[src/hdl/complex_arith_unit_defines.svh]
// Assertion macros for the complex arithmetic unit.
// Each check is sampled on the rising edge of clk and is disabled while rst_n is low.
`ifndef COMPLEX_ARITH_UNIT_DEFINES_SVH
`define COMPLEX_ARITH_UNIT_DEFINES_SVH
`ifndef SYNTHESIS
`define CAU_ASSERT_NOW(label, ante, cons) \
  label: assert property (@(posedge clk) disable iff (!rst_n) (ante) |-> (cons)) \
    else $error("complex_arith_unit: same-cycle check failed");
`define CAU_ASSERT_NEXT(label, ante, cons) \
  label: assert property (@(posedge clk) disable iff (!rst_n) (ante) |=> (cons)) \
    else $error("complex_arith_unit: next-cycle check failed");
`else
`define CAU_ASSERT_NOW(label, ante, cons)
`define CAU_ASSERT_NEXT(label, ante, cons)
`endif
`endif

[src/hdl/cau_pkg.sv]
package cau_pkg;

  localparam int DATA_WIDTH_DEF = 32;
  localparam int FRAC_BITS_DEF  = 16;

  typedef enum logic [1:0] {
    OP_ADD = 2'd0,
    OP_SUB = 2'd1,
    OP_MUL = 2'd2,
    OP_DIV = 2'd3
  } op_t;

  typedef enum logic [1:0] {
    ST_OK       = 2'd0,
    ST_DIV_ZERO = 2'd1,
    ST_OVERFLOW = 2'd2
  } status_t;

  // Control that travels with every item down the pipeline.
  typedef struct packed {
    logic vld;
    op_t  op;
  } ctrl_t;

endpackage

[src/hdl/cau_div_step.sv]
module cau_div_step #(
  parameter int DATA_WIDTH = cau_pkg::DATA_WIDTH_DEF
) (
  input  logic                    clk,
  input  logic                    rst_n,
  input  logic                    en,
  input  cau_pkg::ctrl_t          ctrl_i,
  input  logic                    neg_re_i,
  input  logic                    neg_im_i,
  input  logic                    ovf_re_i,
  input  logic                    ovf_im_i,
  input  logic [2*DATA_WIDTH:0]   r_re_i,
  input  logic [2*DATA_WIDTH:0]   r_im_i,
  input  logic [DATA_WIDTH-1:0]   q_re_i,
  input  logic [DATA_WIDTH-1:0]   q_im_i,
  input  logic [2*DATA_WIDTH-1:0] z_i,
  output cau_pkg::ctrl_t          ctrl_r,
  output logic                    neg_re_r,
  output logic                    neg_im_r,
  output logic                    ovf_re_r,
  output logic                    ovf_im_r,
  output logic [2*DATA_WIDTH:0]   r_re_r,
  output logic [2*DATA_WIDTH:0]   r_im_r,
  output logic [DATA_WIDTH-1:0]   q_re_r,
  output logic [DATA_WIDTH-1:0]   q_im_r,
  output logic [2*DATA_WIDTH-1:0] z_r
);

  localparam int W  = DATA_WIDTH;
  localparam int RW = 2 * W + 1;

  logic [RW-1:0] r_re_nxt, r_im_nxt;
  logic [W-1:0]  q_re_nxt, q_im_nxt;

  // One restoring step: the next dividend bit leaves the top of q, the new
  // quotient bit enters at its bottom.
  function automatic logic [RW+W-1:0] step(input logic [RW-1:0] r, input logic [W-1:0] q,
                                           input logic [RW-2:0] z);
    logic [RW-1:0] t;
    logic          qb;
    t  = {r[RW-2:0], q[W-1]};
    qb = (t >= {1'b0, z});
    if (qb) begin
      t = t - {1'b0, z};
    end
    return {t, q[W-2:0], qb};
  endfunction

  always_comb begin
    if (ctrl_i.op == cau_pkg::OP_DIV) begin
      {r_re_nxt, q_re_nxt} = step(r_re_i, q_re_i, z_i);
      {r_im_nxt, q_im_nxt} = step(r_im_i, q_im_i, z_i);
    end else begin
      r_re_nxt = r_re_i;
      r_im_nxt = r_im_i;
      q_re_nxt = q_re_i;
      q_im_nxt = q_im_i;
    end
  end

  always_ff @(posedge clk) begin
    if (!rst_n) begin
      ctrl_r <= '0;
    end else if (en) begin
      ctrl_r <= ctrl_i;
    end
  end

  always_ff @(posedge clk) begin
    if (en) begin
      neg_re_r <= neg_re_i;
      neg_im_r <= neg_im_i;
      ovf_re_r <= ovf_re_i;
      ovf_im_r <= ovf_im_i;
      r_re_r   <= r_re_nxt;
      r_im_r   <= r_im_nxt;
      q_re_r   <= q_re_nxt;
      q_im_r   <= q_im_nxt;
      z_r      <= z_i;
    end
  end

endmodule

[config.mk]
export PLATFORM = sky130hd
export DESIGN_NAME = cau_div_step
export DESIGN_NICKNAME = d
export VERILOG_FILES = /design/src/hdl/complex_arith_unit_defines.svh /design/src/hdl/cau_pkg.sv /design/src/hdl/cau_div_step.sv
export SDC_FILE = /design/constraint.sdc
export NUM_CORES = 1
export LEC_CHECK = 0
export BUFFER_PORTS_ARGS = -buffer_cell sky130_fd_sc_hd__buf_2
export CORE_MARGIN = 3
export CORE_UTILIZATION = 45
export CTS_BUF_LIST = sky130_fd_sc_hd__clkbuf_4 sky130_fd_sc_hd__clkbuf_8
export CTS_CLUSTER_SIZE = 10
export DETAILED_ROUTE_END_ITERATION = 10
export PLACE_DENSITY = 0.76
export SETUP_SLACK_MARGIN = 0.15
export SYNTH_ARGS = -nofsm -noshare
export SYNTH_HDL_FRONTEND = slang
export SYNTH_SLANG_ARGS = --single-unit
[constraint.sdc]
create_clock -name clk -period 7 [get_ports clk]
set_input_delay 1.4 -clock clk [delete_from_list [all_inputs] [get_ports clk]]
set_output_delay 1.4 -clock clk [all_outputs]
set_load 0.01 [all_outputs]
After elaboration in Yosys (flattened, before gate mapping)
Index checks and enable logic that the tools add are counted.

Output and inout port bits: 265. Word-level logic and storage cells: 22. Register bits after elaboration: 265.

Equality and inequality tests: 1. Add/sub/neg operators: 2. Mux-type cells: 6. Magnitude comparators: 2.

Operators with widths (count): 2-to-1 mux 65 bit (4); >= comparator 65 x 64 -> 1 bit (2); subtractor 65 x 64 -> 65 bit (2); 2-to-1 mux 32 bit (2); == test 2 bit (second input constant) (1).

Depth between registers and ports, before layout
Depth in word-level cells: 3. Gate-level depth with buffers: 17. Depth with buffers taken out: 15.

Worst setup path after synthesis
OpenSTA, ideal clock, no wires.

Kind: input to register. Start: input q_re_i[31]. End: register r_re_r[50] (data pin). Library setup time: 0.258 ns. Required time: 6.742 ns. Slack: 2.743 ns. Stages on the path: 15. Buffers on the path: 0. Arrival time: 3.999 ns. Cells stage by stage: inv_1 ha_1 inv_1 fa_1 a21oi_1 o211a_1 nor3_1 o21a_1 or3_1 a31oi_1 o21ba_2 o21ai_0 xor2_1 mux2i_1 a21oi_1.

Cells in the longest elaborated chain, start to end: 3. Elaborated cells between the ends (all ways): 4.

Ends and longest elaborated chain: start, declared (line cau_div_step.sv:14) `input logic [DATA_WIDTH-1:0] q_re_i,`; subtractor 65 x 64 -> 65 bit / >= comparator 65 x 64 -> 1 bit (equally long branches) (line cau_div_step.sv:44, cau_div_step.sv:42); 2-to-1 mux 65 bit (*) (line cau_div_step.sv:43) `if (qb) begin`; 2-to-1 mux 65 bit (*) (line cau_div_step.sv:50) `if (ctrl_i.op == cau_pkg::OP_DIV) begin`; net r_re_nxt[50] (line cau_div_step.sv:32) `logic [RW-1:0] r_re_nxt, r_im_nxt;`; end signal, assigned (line cau_div_step.sv:75) `r_re_r <= r_re_nxt;`; end, declared (line cau_div_step.sv:22) `output logic [2*DATA_WIDTH:0] r_re_r,`.

The timed path passes the listed nets; every way through them passes the cells marked *. A chain may end at the register's enable or synchronous reset.

Worst setup path after layout
Start: input z_i[6]. End: register r_im_r[10] (data pin).

Cells in the longest elaborated chain, start to end: 3. Elaborated cells between the ends (all ways): 4.

Ends and longest elaborated chain: start, declared (line cau_div_step.sv:16) `input logic [2*DATA_WIDTH-1:0] z_i,`; subtractor 65 x 64 -> 65 bit / >= comparator 65 x 64 -> 1 bit (equally long branches) (line cau_div_step.sv:44, cau_div_step.sv:42); 2-to-1 mux 65 bit (*) (line cau_div_step.sv:43); 2-to-1 mux 65 bit (*) (line cau_div_step.sv:50); net r_im_nxt[10] (line cau_div_step.sv:32); end signal, assigned (line cau_div_step.sv:76) `r_im_r <= r_im_nxt;`; end, declared (line cau_div_step.sv:23) `output logic [2*DATA_WIDTH:0] r_im_r,`.

Marked as above.

==> flow_summary.ini <==
[min_path]
hold_class = reg -> reg

[sta]
whs_ns = 0.522
min_period_ns = 5.11
hold_viol_final = 0
fin_ws_ns = 1.89
finClkSkew_ns = 0
tightestPinTransition_ns = 1.05
rsz0062_at_grt = no
setup_violations = 0
maxSlewHeadroom = 0.303
fin_crit_sh = 0.730
fmax_ghz = 0.196
report.final.slew_viol_count = 0
timing.setup.tns_ns = 0

[run]
cap_violations = 0

[clock_tree]
cts_buffer_depth = 3
holdBufCountCts = 0
insertion_delay_ns = 0.60
cts.clk_slew.worst_paths_ns = 0.06
cts-resized-gates = 0
cts_buffers = 48
h-tree-depth = 2
cts_setup_buffers = 0
cts_root_buf = clkbuf_8
cts.sinks = 265
cts_tree = yes

[synthesis]
syn_inst = 2238
async_flop_share = 0
synth_nets = 2636
ys_types = 87
synth-seq-cells = 265
synth_warnings = 0
seq_area_frac_synth = 0.406
syn-cell-area_um2 = 19500
synth_edf_count = 262
syn_avg_cell_area_um2 = 8.73
synthFlopType = edfxtp_1

[drt]
routed-via-count = 18868
vias_per_cell = 5.69
wl_per_cell_um = 20.3
wl_um = 67500
drt_pass1_iterations = 6
antenna_left = 0
drc_errors = 0
first_iter_violations = 1669

[die]
die-area_um2 = 45900
pin_count = 533
die_h_um = 214
initial_core_util = 0.461
fp-row-count = 75
fp.coreArea_um2 = 42400
die_x_um = 214

[grt]
grt_max_degree = 147
grt_pass1_vias = 18603
overflow = 0
antenna_found_initial = 9
grt_usage = 0.282
grt_pass1_wl_um = 104000

[pwr]
p_per_area_nw_per_um2 = 219
power.leakage_nw = 10.6
total_power_w = 0.00513
peakVddDrop_v = 0.000149

[placed_design]
pre_cts_ws_ns = 1.40
dp_cells = 3227
routabilityCongestion = 0.965
port_buffers = 532
dp_hpwl_um = 52700

[worst_setup_path]
startpoint_type = input pin
crit_fanout = 75
crit_arrival_ns = 5.43
cp-end-kind = flop
path_class = in -> reg
crit_required_ns = 7.32

[final_layout]
fill_cells = 3964
fin_nets = 3098
area_growth_pct = 20.2
drive_gt1_frac = 0.241
final_common_cell = buf_2
layout_common_cells = buf_2 (531), nand2_1 (406), a21oi_1 (268)
fin_cells = 3317

[outcome]
outcome = finished clean
power breakdown:
part	total (W)	switching (W)	internal (W)
Combinational	0.00153	0.000956	0.000579
Clock	0.00162	0.000684	0.000940
Sequential	0.00197	0.0000450	0.00193
cell type report:
type,instances,area [um2],area share
clock inverters,28,304,0.0130
flip-flops and latches,265,7930,0.338
diodes,6,15.0,0.000640
repair buffers,541,2780,0.118
well taps,577,722,0.0308
clock buffers,56,721,0.0307
multi-input cells,1744,10600,0.453
inverters,100,375,0.0160
synthesized netlist by cell type, types with 5 or more instances:
| library cell | number | area [um2] |
|---|---|---|
| o31ai_1 | 10 | 75.1 |
| buf_1 | 7 | 26.3 |
| and3_1 | 17 | 106 |
| xnor2_1 | 59 | 517 |
| o21bai_1 | 30 | 225 |
| a21oi_1 | 268 | 1340 |
| nor2b_1 | 16 | 100 |
| a31oi_1 | 24 | 150 |
| a21boi_0 | 5 | 37.5 |
| edfxtp_1 | 262 | 7870 |
| and4_1 | 7 | 61.3 |
| or3_1 | 8 | 50.1 |
| nor3_1 | 24 | 120 |
| nor4_1 | 12 | 75.1 |
| xor2_1 | 54 | 473 |
| nand2b_1 | 14 | 87.6 |
| clkbuf_1 | 73 | 274 |
| o21a_1 | 36 | 270 |
| o21ai_1 | 22 | 110 |
| nand2_1 | 407 | 1530 |
| buf_4 | 16 | 120 |
| a21o_1 | 69 | 518 |
| buf_2 | 28 | 140 |
| mux2i_1 | 26 | 260 |
| a211oi_1 | 6 | 45.0 |
| o211ai_1 | 5 | 37.5 |
| nand3_1 | 38 | 190 |
| o21ai_0 | 181 | 906 |
| nand4_1 | 46 | 288 |
| nor2_1 | 147 | 552 |
| ha_1 | 128 | 1600 |
| inv_1 | 100 | 375 |
| or2_2 | 5 | 31.3 |
state kept, by name (all words and copies together), names as in the netlist:
register / cells
z_r: 64
neg_re_r: 1
ctrl_r: 3
ovf_re_r: 1
ovf_im_r: 1
q_im_r: 32
r_re_r: 65
q_re_r: 32
neg_im_r: 1
r_im_r: 65
routing by layer:
layer	share of wire	up-vias	GRT usage
met1	0.40	8829	0.348
met2	0.48	871	0.474
li1	-	9017	-
met3	0.076	145	0.0565
met5	0.00061	-	0
met4	0.042	6	0.131
cells by family (layout without fill, tap and decap cells):
kind of cell / after synthesis / count (layout) / synth area share
AOI/OAI and AO/OA: 715 / 715 / 0.224
other: 0 / 6 / 0
and+or+nand+nor: 760 / 760 / 0.171
xor gates and xnor gates: 113 / 113 / 0.0507
adders and majority gates: 130 / 130 / 0.0840
buffers and inverters: 229 / 725 / 0.0509
DFF: 265 / 265 / 0.406
muxes: 26 / 26 / 0.0133
worst max-delay path: stages:
cell	delay [ns]
buf_2	0.09
inv_1	0.06
ha_1	0.33
a21oi_1	0.35
o21ai_0	0.19
a221oi_2	0.45
a31oi_2	0.23
a21oi_2	0.33
o21ai_2	0.17
a21oi_2	0.26
o21a_4	0.77
buf_4	0.42
nor2_1	0.08
a21oi_1	0.14
o21ai_0	0.11
through the flow:
| stage | instance area (um2) | utilization |
|---|---|---|
| global placement | 22400 | 0.529 |
| floorplan | 19500 | - |
| global route | 23500 | 0.553 |
| detailed placement | 22400 | 0.529 |
| finish | 23500 | 0.554 |
| CTS | 23500 | 0.553 |
worst paths after layout:
path,startpoint,end,slack (ns),depth (start not counted)
max,z_i[6],r_im_r[10],1.89,15
min,ctrl_r[1],ctrl_r[1],0.52,2
max reg2reg,ctrl_r[0],ctrl_r[0],6.32,2
min reg2reg,ctrl_r[1],ctrl_r[1],0.52,2
(Power assumes the default switching activity.)
