===== src/hdl/complex_arith_unit_defines.svh =====
// Assertion macros for the complex arithmetic unit.
// Each check is sampled on the rising edge of clk and is disabled while rst_n is low.
`ifndef COMPLEX_ARITH_UNIT_DEFINES_SVH
`define COMPLEX_ARITH_UNIT_DEFINES_SVH
`ifndef SYNTHESIS
`define CAU_ASSERT_NOW(label, ante, cons) \
  label: assert property (@(posedge clk) disable iff (!rst_n) (ante) |-> (cons)) \
    else $error("complex_arith_unit: same-cycle check failed");
`define CAU_ASSERT_NEXT(label, ante, cons) \
  label: assert property (@(posedge clk) disable iff (!rst_n) (ante) |=> (cons)) \
    else $error("complex_arith_unit: next-cycle check failed");
`else
`define CAU_ASSERT_NOW(label, ante, cons)
`define CAU_ASSERT_NEXT(label, ante, cons)
`endif
`endif


===== src/hdl/cau_pkg.sv =====
package cau_pkg;

  localparam int DATA_WIDTH_DEF = 32;
  localparam int FRAC_BITS_DEF  = 16;

  typedef enum logic [1:0] {
    OP_ADD = 2'd0,
    OP_SUB = 2'd1,
    OP_MUL = 2'd2,
    OP_DIV = 2'd3
  } op_t;

  typedef enum logic [1:0] {
    ST_OK       = 2'd0,
    ST_DIV_ZERO = 2'd1,
    ST_OVERFLOW = 2'd2
  } status_t;

  // Control that travels with every item down the pipeline.
  typedef struct packed {
    logic vld;
    op_t  op;
  } ctrl_t;

endpackage


===== src/hdl/cau_div_pre.sv =====
module cau_div_pre #(
  parameter int DATA_WIDTH = cau_pkg::DATA_WIDTH_DEF,
  parameter int FRAC_BITS  = cau_pkg::FRAC_BITS_DEF
) (
  input  logic                    clk,
  input  logic                    rst_n,
  input  logic                    en,
  input  cau_pkg::ctrl_t          ctrl_i,
  input  logic                    neg_re_i,
  input  logic                    neg_im_i,
  input  logic [2*DATA_WIDTH:0]   mag_re_i,
  input  logic [2*DATA_WIDTH:0]   mag_im_i,
  input  logic [2*DATA_WIDTH-1:0] z_i,
  output cau_pkg::ctrl_t          ctrl_r,
  output logic                    neg_re_r,
  output logic                    neg_im_r,
  output logic                    ovf_re_r,
  output logic                    ovf_im_r,
  output logic [2*DATA_WIDTH:0]   r_re_r,
  output logic [2*DATA_WIDTH:0]   r_im_r,
  output logic [DATA_WIDTH-1:0]   q_re_r,
  output logic [DATA_WIDTH-1:0]   q_im_r,
  output logic [2*DATA_WIDTH-1:0] z_r
);

  localparam int W  = DATA_WIDTH;
  localparam int PW = 2 * W;
  localparam int SW = PW + 1;
  localparam int NW = SW + FRAC_BITS;
  localparam int CW = (NW > PW + W) ? NW : PW + W;

  logic [CW-1:0] num_re, num_im, zs, hi_re, hi_im;
  logic          ovf_re_nxt, ovf_im_nxt, is_div;
  logic [SW-1:0] r_re_nxt, r_im_nxt;
  logic [W-1:0]  q_re_nxt, q_im_nxt;

  // A quotient of 2**W or more can only saturate, so it is flagged here and
  // the remaining steps only need to develop W quotient bits.
  always_comb begin
    is_div = (ctrl_i.op == cau_pkg::OP_DIV);
    num_re = CW'(mag_re_i) << FRAC_BITS;
    num_im = CW'(mag_im_i) << FRAC_BITS;
    zs     = CW'(z_i) << W;
    hi_re  = num_re >> W;
    hi_im  = num_im >> W;
    if (is_div) begin
      ovf_re_nxt = (num_re >= zs);
      ovf_im_nxt = (num_im >= zs);
      r_re_nxt   = hi_re[SW-1:0];
      r_im_nxt   = hi_im[SW-1:0];
      q_re_nxt   = num_re[W-1:0];
      q_im_nxt   = num_im[W-1:0];
    end else begin
      ovf_re_nxt = 1'b0;
      ovf_im_nxt = 1'b0;
      r_re_nxt   = mag_re_i;
      r_im_nxt   = mag_im_i;
      q_re_nxt   = '0;
      q_im_nxt   = '0;
    end
  end

  always_ff @(posedge clk) begin
    if (!rst_n) begin
      ctrl_r <= '0;
    end else if (en) begin
      ctrl_r <= ctrl_i;
    end
  end

  always_ff @(posedge clk) begin
    if (en) begin
      neg_re_r <= neg_re_i;
      neg_im_r <= neg_im_i;
      ovf_re_r <= ovf_re_nxt;
      ovf_im_r <= ovf_im_nxt;
      r_re_r   <= r_re_nxt;
      r_im_r   <= r_im_nxt;
      q_re_r   <= q_re_nxt;
      q_im_r   <= q_im_nxt;
      z_r      <= z_i;
    end
  end

endmodule


===== config.mk =====
export PLATFORM = sky130hd
export DESIGN_NAME = cau_div_pre
export DESIGN_NICKNAME = d
export VERILOG_FILES = /design/src/hdl/complex_arith_unit_defines.svh /design/src/hdl/cau_pkg.sv /design/src/hdl/cau_div_pre.sv
export SDC_FILE = /design/constraint.sdc
export NUM_CORES = 1
export LEC_CHECK = 0
export ABC_AREA = 1
export BUFFER_PORTS_ARGS = -buffer_cell sky130_fd_sc_hd__buf_2
export CAP_MARGIN = 20
export CELL_PAD_IN_SITES_DETAIL_PLACEMENT = 1
export CELL_PAD_IN_SITES_GLOBAL_PLACEMENT = 1
export CORE_MARGIN = 1
export CORE_UTILIZATION = 25
export CTS_CLUSTER_SIZE = 40
export DETAILED_ROUTE_END_ITERATION = 16
export GPL_ROUTABILITY_DRIVEN = 0
export GPL_TIMING_DRIVEN = 0
export PLACE_DENSITY_LB_ADDON = 0.05
export SYNTH_ARGS = -nofsm -noshare
export SYNTH_HDL_FRONTEND = slang
export SYNTH_SLANG_ARGS = --single-unit

===== constraint.sdc =====
create_clock -name clk -period 1.45 [get_ports clk]
set_input_delay 0.2175 -clock clk [delete_from_list [all_inputs] [get_ports clk]]
set_output_delay 0.2175 -clock clk [all_outputs]
set_load 0.005 [all_outputs]

# Word level (Yosys, flattened, before mapping)
# Cells that the tools add are included.
word_totals:
  out_inout_bits: 265
  wordCells: 20
  regBits: 265
classes:
  n_mux: 2
  order_cmp: 2
  eq_ne: 1
ops:
  columns: ["op", "count"]
  rows:
  - ["greater-or-equal comparator 81 x 96 -> 1 bit", 2]
  - ["2-to-1 mux 49 bit", 2]
  - ["== test 2 bit (second input constant)", 1]

# Longest topological paths before layout
logic_depth:
  depth_word: 2
  depth_mapped: 15
  ltp_nobuf: 15

# Least setup slack after synthesis
# OpenSTA, ideal clock, no wires.
synth_path:
  path_kind: "input to register"
  start: "in z_i[31]"
  end: "reg ovf_im_r, data pin"
  required_ps: 1310
  arrival_ps: 1256
  path_slack_ps: 53
  n_path_buf: 0
  setup_time_ps: 140
  path_stages: 12
  path_cell_list: "inv_1 -> ha_1 -> nand2_1 -> nor2_1 -> nand2_1 -> nor2_1 -> nand3_1 -> nand2_1 -> nor2_1 -> nand2_1 -> nand2_1 -> a21oi_2"
synth_via:
  elab_chain_cells: 1
synth_lines:
  columns: ["element", "line", "rtl"]
  rows:
  - ["from (decl)", "cau_div_pre.sv:13", "input logic [2*DATA_WIDTH-1:0] z_i,"]
  - ["greater-or-equal comparator 81 x 96 -> 1 bit", "cau_div_pre.sv:48", "ovf_im_nxt = (num_im >= zs);"]
  - ["to (signal assigned)", "cau_div_pre.sv:76", "ovf_im_r <= ovf_im_nxt;"]
  - ["to (decl)", "cau_div_pre.sv:18", "output logic ovf_im_r,"]
# No other way between the ends.
# A chain may end at the register's enable or synchronous reset.

# Worst setup path in the final report
layout_path:
  start: "in z_i[54]"
  end: "reg ovf_im_r, data pin"
# The elaborated chain is that of the path after synthesis.

==> flow_metrics.tcl <==
set metrics [dict create \
    status "finished, violations left" \
    violations "negative hold slack" \
    ctsHtreeMaxLevel 1 \
    timing.critical_path.arrival_ns 1.81 \
    crit_start "z_i[54]" \
    route.detailed.vias_per_inst 4.24 \
    overflow 0 \
    antenna_violations_before_repair 7 \
    routed_wirelength_um 48400 \
    io_pins 467 \
    worst_setup_path_start_kind "input pin" \
    holdCritPathClass "in -> reg" \
    power.share.sequential 0.458 \
    postLayoutCellArea_sq_um 17100 \
    comb_power_share 0.169 \
    asyncSetResetFlopFracSynth 0 \
    core-area_sq_um 45400 \
    tns_ns 0 \
    hpwlAfterDp_um 38100 \
    synth.avg_cell_area_sq_um 10.5 \
    route.detailed.drc 0 \
    number_of_setup_violations_in_the_final_report 0 \
    final-max-slew-violation-count 0 \
    pwr_density_cell_nw_per_um2 1050 \
    first_global_vias 10700 \
    grt_pass1_wl_um 68800 \
    fp.dieH_um 216 \
    dieWidth_um 216 \
    worstHoldStart "mag_im_i[14]" \
    detail_route.iter0.violations 374 \
    min_period_over_period 0.970 \
    finalClockSkew_ns 0 \
    placed_cell_area_sq_um 14600 \
    synth.cell_area_sq_um 11500 \
    synth_most_common_cell "sky130_fd_sc_hd__edfxtp_1" \
    finalHoldViolations 1 \
    power_leakage_uw 0.00811 \
    synth.distinct_cells 23 \
    cts_tree "done" \
    post-place-cells 2164 \
    synth_area_leader_cell "sky130_fd_sc_hd__edfxtp_1" \
    relSlewSlack 0.530 \
    initial_utilization 0.253 \
    irDropWorstVdd_mv 0.613 \
    max_slew.worst_pin.slew_ns 0.706 \
    critical_path_class "in -> reg" \
    ys_seq_area_frac 0.606 \
    drive_gt1_frac 0.307 \
    final_antenna_net_count 0 \
    totalPowerFinal_uw 17900 \
    gate_count_post_synth 1097 \
    pwr-share-clk 0.374 \
    hold_ws_ns -0.00257 \
    power.switching_uw 4740 \
    netlist_top_cells_area "sky130_fd_sc_hd__edfxtp_1 (60%), sky130_fd_sc_hd__ha_1 (11%), sky130_fd_sc_hd__nand2_1 (7.3%)" \
    cp-end-kind "flop" \
    clock_sinks 233 \
    post-route-min-period_ns 1.41 \
    nFillCells 5359 \
    io_buffers 434 \
    cts-root-to-sink-buffers 3 \
    final_nets 2048 \
    per_cell_routed_wire_length_um 20.4 \
    yosysWarnings 0 \
    stdcell_count 2373 \
    ctsRootBufferMaster "sky130_fd_sc_hd__clkbuf_16" \
    cell_internal_pwr_uw 13200 \
    switching_share 0.265 \
    cts_made_buffers 29 \
    worst-path-max-fanout 3 \
    synth_enable_flop_cells 230 \
    vias 10100 \
    synth_commonest_cells "sky130_fd_sc_hd__edfxtp_1 (230), sky130_fd_sc_hd__nand2_1 (222), sky130_fd_sc_hd__inv_1 (170), sky130_fd_sc_hd__nor2_1 (126), sky130_fd_sc_hd__o21ai_0 (113)" \
    unrepaired_setup_endpoints_after_global_routing "yes" \
    design.die.area_sq_um 46800 \
    cts.clk_slew.worst_paths_ns 0.06 \
    postSynthRegisterBits 233 \
    track_usage 0.201 \
    critPathRequiredTime_ns 1.85 \
    clk-insertion-delay-late_ns 0.55 \
    grt_start_max_net_pins 112 \
    r2r_start "ctrl_r[1]" \
    areaGrowthSynthToFinish_pct 48.9 \
    detailed_router_iteration_count_before_antenna_repair 4 \
    synth_flop_cell "sky130_fd_sc_hd__edfxtp_1" \
    rows 78 \
    fraction_of_post_synthesis_cell_area_in_the_top_cell_type_by_area 0.601 \
    cap_violations 0 \
    max_freq_mhz 711 \
]
==> cells in the final DEF (no fill, tap or decap), types with 5 or more instances in the layout <==
cell,instances
sky130_fd_sc_hd__inv_1,169
sky130_fd_sc_hd__ha_1,98
sky130_fd_sc_hd__clkbuf_2,5
sky130_fd_sc_hd__nor2_2,9
sky130_fd_sc_hd__nor2_1,117
sky130_fd_sc_hd__nand3_1,10
sky130_fd_sc_hd__clkinv_2,5
sky130_fd_sc_hd__clkbuf_1,14
sky130_fd_sc_hd__nand2_2,7
sky130_fd_sc_hd__edfxtp_1,230
sky130_fd_sc_hd__dlygate4sd3_1,157
sky130_fd_sc_hd__clkbuf_16,30
sky130_fd_sc_hd__a21oi_1,41
sky130_fd_sc_hd__buf_4,33
sky130_fd_sc_hd__nand2_1,216
sky130_fd_sc_hd__a21oi_2,5
sky130_fd_sc_hd__o21ai_0,111
sky130_fd_sc_hd__conb_1,32
sky130_fd_sc_hd__clkinv_1,12
sky130_fd_sc_hd__buf_2,437
==> critical path: stages <==
cell	delay, ns
sky130_fd_sc_hd__dlygate4sd3_1	0.53
sky130_fd_sc_hd__buf_2	0.13
sky130_fd_sc_hd__nor2_1	0.09
sky130_fd_sc_hd__nand2_1	0.10
sky130_fd_sc_hd__nor2b_4	0.14
sky130_fd_sc_hd__nand2_2	0.09
sky130_fd_sc_hd__nor2_4	0.13
sky130_fd_sc_hd__nand2_2	0.07
sky130_fd_sc_hd__nor2_2	0.14
sky130_fd_sc_hd__nand2_2	0.06
sky130_fd_sc_hd__a21oi_2	0.11
==> sequential cells by signal, indices dropped and copies added, names as in the netlist <==
register / flops
ovf_im_r: 1
r_re_r: 65
z_r: 64
q_re_r: 16
r_im_r: 65
neg_re_r: 1
ovf_re_r: 1
ctrl_r: 3
q_im_r: 16
neg_im_r: 1
==> per-layer routing <==
| metal | wire length (um) | track usage | up-vias |
|---|---|---|---|
| li1 | - | - | 4905 |
| met1 | 20700 | 0.249 | 4819 |
| met2 | 23800 | 0.354 | 288 |
| met3 | 3100 | 0.0498 | 46 |
| met4 | 726 | 0.0385 | 8 |
| met5 | 48 | 0 | - |
==> metrics by stage <==
step | setup WS (ns) | util
after floorplan | 0.0534 | -
after global placement | -3.80 | 0.320
after detailed placement | -0.737 | 0.322
after CTS | 0.000100 | 0.375
after global routing | -0.0376 | 0.377
final | 0.0440 | 0.377
==> final timing paths <==
| path | end | slack, ns | cells after the start |
|---|---|---|---|
| worst max register to register | ctrl_r[1] | 0.28 | 3 |
| worst min register to register | ctrl_r[0] | 1.04 | 3 |
| worst max-delay path | ovf_im_r | 0.04 | 11 |
| worst min-delay path | q_im_r[30] | -0.003 | 3 |
==> power by group through the flow <==
stage / sequential (uW) / combinational, uW / clock [uW]
CTS: 8200 / 3060 / 6940
detailed placement: 8330 / 2710 / 0
finish: 8190 / 3020 / 6690
floorplan: 8420 / 902 / 0
global placement: 8370 / 2650 / 0
global route: 8250 / 3370 / 7160
==> cell families after synthesis <==
| family | Yosys count | share of synthesized area |
|---|---|---|
| flops | 233 | 0.606 |
| simple gates | 370 | 0.126 |
| fa+ha+maj | 98 | 0.107 |
| buf+inv | 230 | 0.0868 |
| compound gates | 165 | 0.0738 |
| other cells | 1 | 0.000326 |
==> what timing repair did <==
item	in CTS	in global routing
hold endpoints to repair	163	3
gates resized for setup	7	25
setup endpoints to repair	16	14
setup buffers	0	1
pin swaps	0	16
hold buffers	157	3
gates cloned	0	1
==> final cells by class <==
class | instances | area [sq um] | share of cell area
inverter | 170 | 638 | 0.0373
tap | 600 | 751 | 0.0439
clock buffer | 34 | 744 | 0.0435
multi-input combinational | 665 | 3710 | 0.217
sequential | 233 | 6970 | 0.407
buffer | 60 | 365 | 0.0213
antenna | 3 | 7.51 | 0.000439
timing repair buffer | 589 | 3820 | 0.223
clock inverter | 19 | 108 | 0.00629
No activity file was read; power rests on OpenSTA's default activity.
